--- src/rtl/core/contiguous_fit_allocator_unit_defines.svh ---
// Assertion macros of the allocator RTL.
`ifndef CONTIGUOUS_FIT_ALLOCATOR_UNIT_DEFINES_SVH
`define CONTIGUOUS_FIT_ALLOCATOR_UNIT_DEFINES_SVH
`ifndef SYNTHESIS
`define CFA_ASSERT_SAME(label, ante, cons) \
  label: assert property (@(posedge clk) disable iff (!rst_n) (ante) |-> (cons)) \
    else $error("assertion failed");
`define CFA_ASSERT_NEXT(label, ante, cons) \
  label: assert property (@(posedge clk) disable iff (!rst_n) (ante) |=> (cons)) \
    else $error("assertion failed");
`else
`define CFA_ASSERT_SAME(label, ante, cons)
`define CFA_ASSERT_NEXT(label, ante, cons)
`endif
`endif

--- src/rtl/core/cfa_pkg.sv ---
// Shared constants, codes and control types of the contiguous fit allocator.
package cfa_pkg;
  localparam int MEM_UNITS = 256;
  localparam int AW        = $clog2(MEM_UNITS);
  localparam int CW        = AW + 1;
  localparam int LIFE_W    = 16;

  localparam logic [1:0] OP_ALLOC = 2'd0;
  localparam logic [1:0] OP_TICK  = 2'd1;
  localparam logic [1:0] OP_FRAG  = 2'd2;
  localparam logic [1:0] OP_CLEAR = 2'd3;

  localparam logic [1:0] ST_FIRST = 2'd0;
  localparam logic [1:0] ST_NEXT  = 2'd1;
  localparam logic [1:0] ST_BEST  = 2'd2;

  localparam logic CFG_STRATEGY = 1'b0;
  localparam logic CFG_UNITS    = 1'b1;

  typedef enum logic [4:0] {
    S_IDLE = 5'b00001,
    S_MOD  = 5'b00010,
    S_SCAN = 5'b00100,
    S_FILL = 5'b01000,
    S_FIN  = 5'b10000
  } state_t;

  typedef struct packed {
    logic latch;
    logic mod_step;
    logic scan;
    logic fill;
    logic finish;
  } cmd_t;

  typedef struct packed {
    logic mod_done;
    logic scan_done;
    logic fill_req;
    logic fill_last;
  } sts_t;
endpackage

--- src/rtl/core/cfa_ctrl.sv ---
// Sequencer of the allocator: position reduce, unit scan, hole fill, result.
`include "contiguous_fit_allocator_unit_defines.svh"
module cfa_ctrl (
  input  logic          clk,
  input  logic          rst_n,
  input  logic          in_valid,
  output logic          in_ready,
  output logic          out_valid,
  input  logic          out_ready,
  input  cfa_pkg::sts_t sts,
  output cfa_pkg::cmd_t cmd
);
  cfa_pkg::state_t state_r, state_nxt;
  logic out_valid_r, out_valid_nxt;

  assign in_ready  = (state_r == cfa_pkg::S_IDLE) && !out_valid_r;
  assign out_valid = out_valid_r;

  // Decode state into commands and pick the next state
  always_comb begin
    cmd       = '0;
    state_nxt = state_r;
    case (state_r)
      cfa_pkg::S_IDLE: begin
        if (in_valid && in_ready) begin
          cmd.latch = 1'b1;
          state_nxt = cfa_pkg::S_MOD;
        end
      end
      cfa_pkg::S_MOD: begin
        cmd.mod_step = 1'b1;
        if (sts.mod_done) state_nxt = cfa_pkg::S_SCAN;
      end
      cfa_pkg::S_SCAN: begin
        cmd.scan = 1'b1;
        if (sts.scan_done) state_nxt = sts.fill_req ? cfa_pkg::S_FILL : cfa_pkg::S_FIN;
      end
      cfa_pkg::S_FILL: begin
        cmd.fill = 1'b1;
        if (sts.fill_last) state_nxt = cfa_pkg::S_FIN;
      end
      cfa_pkg::S_FIN: begin
        cmd.finish = 1'b1;
        state_nxt  = cfa_pkg::S_IDLE;
      end
      default: state_nxt = cfa_pkg::S_IDLE;
    endcase
  end

  // Hold the result until its transfer
  always_comb begin
    out_valid_nxt = out_valid_r;
    if (out_valid_r && out_ready) out_valid_nxt = 1'b0;
    if (cmd.finish) out_valid_nxt = 1'b1;
  end

  always_ff @(posedge clk) begin
    if (!rst_n) begin
      state_r     <= cfa_pkg::S_IDLE;
      out_valid_r <= 1'b0;
    end else begin
      state_r     <= state_nxt;
      out_valid_r <= out_valid_nxt;
    end
  end

  `CFA_ASSERT_NEXT(a_accept_busy, in_valid && in_ready, state_r != cfa_pkg::S_IDLE)
  `CFA_ASSERT_SAME(a_ready_free, in_ready, !out_valid_r)
  `CFA_ASSERT_NEXT(a_fin_valid, state_r == cfa_pkg::S_FIN, out_valid_r)
endmodule

--- config.mk ---
export PLATFORM = sky130hd
export DESIGN_NAME = cfa_ctrl
export DESIGN_NICKNAME = d
export VERILOG_FILES = /design/src/rtl/core/cfa_pkg.sv /design/src/rtl/core/cfa_ctrl.sv
export VERILOG_INCLUDE_DIRS = /design/src /design/src/rtl/core
export SDC_FILE = /design/constraint.sdc
export NUM_CORES = 1
export LEC_CHECK = 0
export ABC_AREA = 1
export BUFFER_PORTS_ARGS = -buffer_cell sky130_fd_sc_hd__clkbuf_2
export CORE_AREA = 2 2 39 41
export DETAILED_ROUTE_END_ITERATION = 16
export DIE_AREA = 0 0 41 43
export HOLD_SLACK_MARGIN = 0.15
export PLACE_DENSITY = 0.59
export SYNTH_ARGS = -nofsm -noshare
export SYNTH_HDL_FRONTEND = slang
export SYNTH_SLANG_ARGS = --single-unit
--- constraint.sdc ---
create_clock -name clk -period 1.3 [get_ports clk]
set_input_delay 0.13 -clock clk [delete_from_list [all_inputs] [get_ports clk]]
set_output_delay 0.13 -clock clk [all_outputs]
set_load 0.05 [all_outputs]
==> flow_metrics.tcl <==
set metrics [dict create \
    status "finished, violations left" \
    violations "setup timing" \
    cts_tree "done" \
    synthCells 62 \
    p_total_mw 1.37 \
    grt_overflow 0 \
    vias_per_cell 4.43 \
    powerDensity_nw_per_um2 2060 \
    core_region_area_um2 1380 \
    setup_viol 4 \
    crit_type "reg2out" \
    first_pass_iters 4 \
    die-area_um2 1760 \
    cts_buffers 3 \
    period_share_pct 104 \
    finalCriticalPeriod_ns 1.35 \
    drc 0 \
    synth_cell_type_count 14 \
    hold_start "sts[1]" \
    cts_sinks 6 \
    grt_pass1_wl_um 1800 \
    row_count 14 \
    cp.arrival_ns 1.22 \
    peakVddDrop_v 0.000817 \
    setup_slack_ns -0.0488 \
    grt_pass1_vias 446 \
    pre_cts_ws_ns -0.00789 \
    syn_area_per_cell_um2 6.24 \
    wire_per_inst_um 10.6 \
    rsz0062_at_grt "yes" \
    io_buffers 14 \
    worst_slew_pin_slew_ns 0.274 \
    diodes 0 \
    fin_hold_ws_ns 0.168 \
    path_max_fanout 4 \
    die_x_um 41 \
    vias 443 \
    min_path_type "in2reg" \
    fmax_mhz 741 \
    dp.cells 92 \
    ys_warn_count 0 \
    syn_nets 70 \
    hold_viol_final 0 \
    setup_tns_ns -0.121 \
    synth_seq_cells 6 \
    first_iter_violations 6 \
    chipHeight_um 43 \
    drv_slew 0 \
    cp-startpoint "state_r[2]" \
    path_clk_slew_ns 0.05 \
    synth.yosys.seq_area_share_pct 31.1 \
    place.gp.congestion 0.736 \
    maxCapViolCount 0 \
    root_buffer "clkbuf_4" \
    grt_max_degree 6 \
    stdcell_count 100 \
    clock_latency_ns 0.24 \
    start_util_pct 27.9 \
    netlist_area_um2 387 \
    antenna_found_initial 0 \
    dp_hpwl_um 803 \
    slew_headroom_pct 81.8 \
    h-tree-depth 1 \
    ant_nets 0 \
    drive_above_1_share_pct 56.0 \
    clock_skew_ns 0.00354 \
    startpoint_type "flip-flop" \
    track_usage_pct 15.6 \
    wirelength_um 1060 \
    io_pins 15 \
    p_leak_nw 0.336 \
    crit_required_ns 1.17 \
    fin_nets 94 \
    rr_startpoint "state_r[2]" \
    area_delta_synth_final_pct 71.5 \
    worstSetupEndpointType "primary output" \
    cts_buffer_depth 2 \
]
[through the flow]
stage               util (%)  area (um2)
global placement        36.5         505
finish                  47.9         663
global route            47.9         663
detailed placement      36.5         505
floorplan                  -         415
CTS                     46.7         647
[metal layers]
metal / part of all wire, % / global-route usage, %
met1: 46 / 19.4
met2: 48 / 22.8
met3: 4.5 / 3.66
met4: 0.94 / 10.0
met5: 0 / 0
[Yosys cell counts]
library cell | n | area, um2
inv_1 | 14 | 52.6
nor2_1 | 10 | 37.5
nand3_1 | 8 | 40.0
dfxtp_1 | 6 | 120
nand2_1 | 6 | 22.5
nand4_1 | 4 | 25.0
a21oi_1 | 3 | 15.0
nor2_2 | 3 | 18.8
buf_4 | 2 | 15.0
clkinv_1 | 2 | 7.51
nand4_2 | 1 | 12.5
o21ai_0 | 1 | 5.00
o21ai_2 | 1 | 8.76
or2_2 | 1 | 6.26
[final cells by class]
cell class	instances	area (um2)
fillers	149	721
multi-input cells	38	240
repair buffers	21	188
flip-flops and latches	6	128
inverters	16	65.1
clock buffers	3	22.5
well taps	16	20.0
[report_power, final]
part | switching, mW | total, mW | internal (mW)
registers | 0.0742 | 0.314 | 0.240
logic | 0.502 | 0.883 | 0.381
clock network | 0.0671 | 0.172 | 0.104
[layout by cell type (no fill, tap or decap)]
cell,instances
clkinv_2,1
o21ai_0,1
nor2_1,7
dfxtp_2,6
nand2_2,1
nand4_4,1
a21oi_1,3
nand2_1,5
or2_2,1
nand3_1,5
o21ai_2,1
nor2_4,3
clkbuf_2,8
nand4_1,4
dlygate4sd3_1,2
nor2_2,3
nand3_2,3
inv_2,4
clkbuf_16,1
clkbuf_4,4
clkinvlp_4,1
buf_8,2
inv_1,9
buf_4,5
clkbuf_8,2
clkinv_1,1
[critical path: stages (launching register included)]
cell        delay, ns
dfxtp_2          0.34
nor2_4           0.13
nand4_4          0.10
nor2_4           0.11
nand2_2          0.08
clkinvlp_4       0.07
clkbuf_16        0.15
[state kept, by name, indices dropped and copies added, names as in the netlist]
name       flops
state_r        5
out_valid      1
[worst paths after layout]
path                            slack (ns)         end  depth (start not counted)
worst min register to register        0.52  state_r[2]                          2
worst min-delay path                  0.17  state_r[4]                          4
worst max register to register       -0.02  state_r[3]                          8
worst max-delay path                 -0.05      cmd[4]                          6
[cells by family after synthesis]
| family | after synthesis | synth area share [%] |
|---|---|---|
| flops | 6 | 31.1 |
| simple gates | 33 | 42.1 |
| buf+inv | 18 | 19.4 |
| compound gates | 5 | 7.44 |
[what timing repair did]
action                                  CTS  global route
buffers inserted                          3             0
hold buffers                              2             0
endpoints found under the setup margin    6             9
gates resized for setup                  20             9
pin swaps                                 3             0
endpoints found under the hold margin     4             0
(Power assumes the default switching activity.)
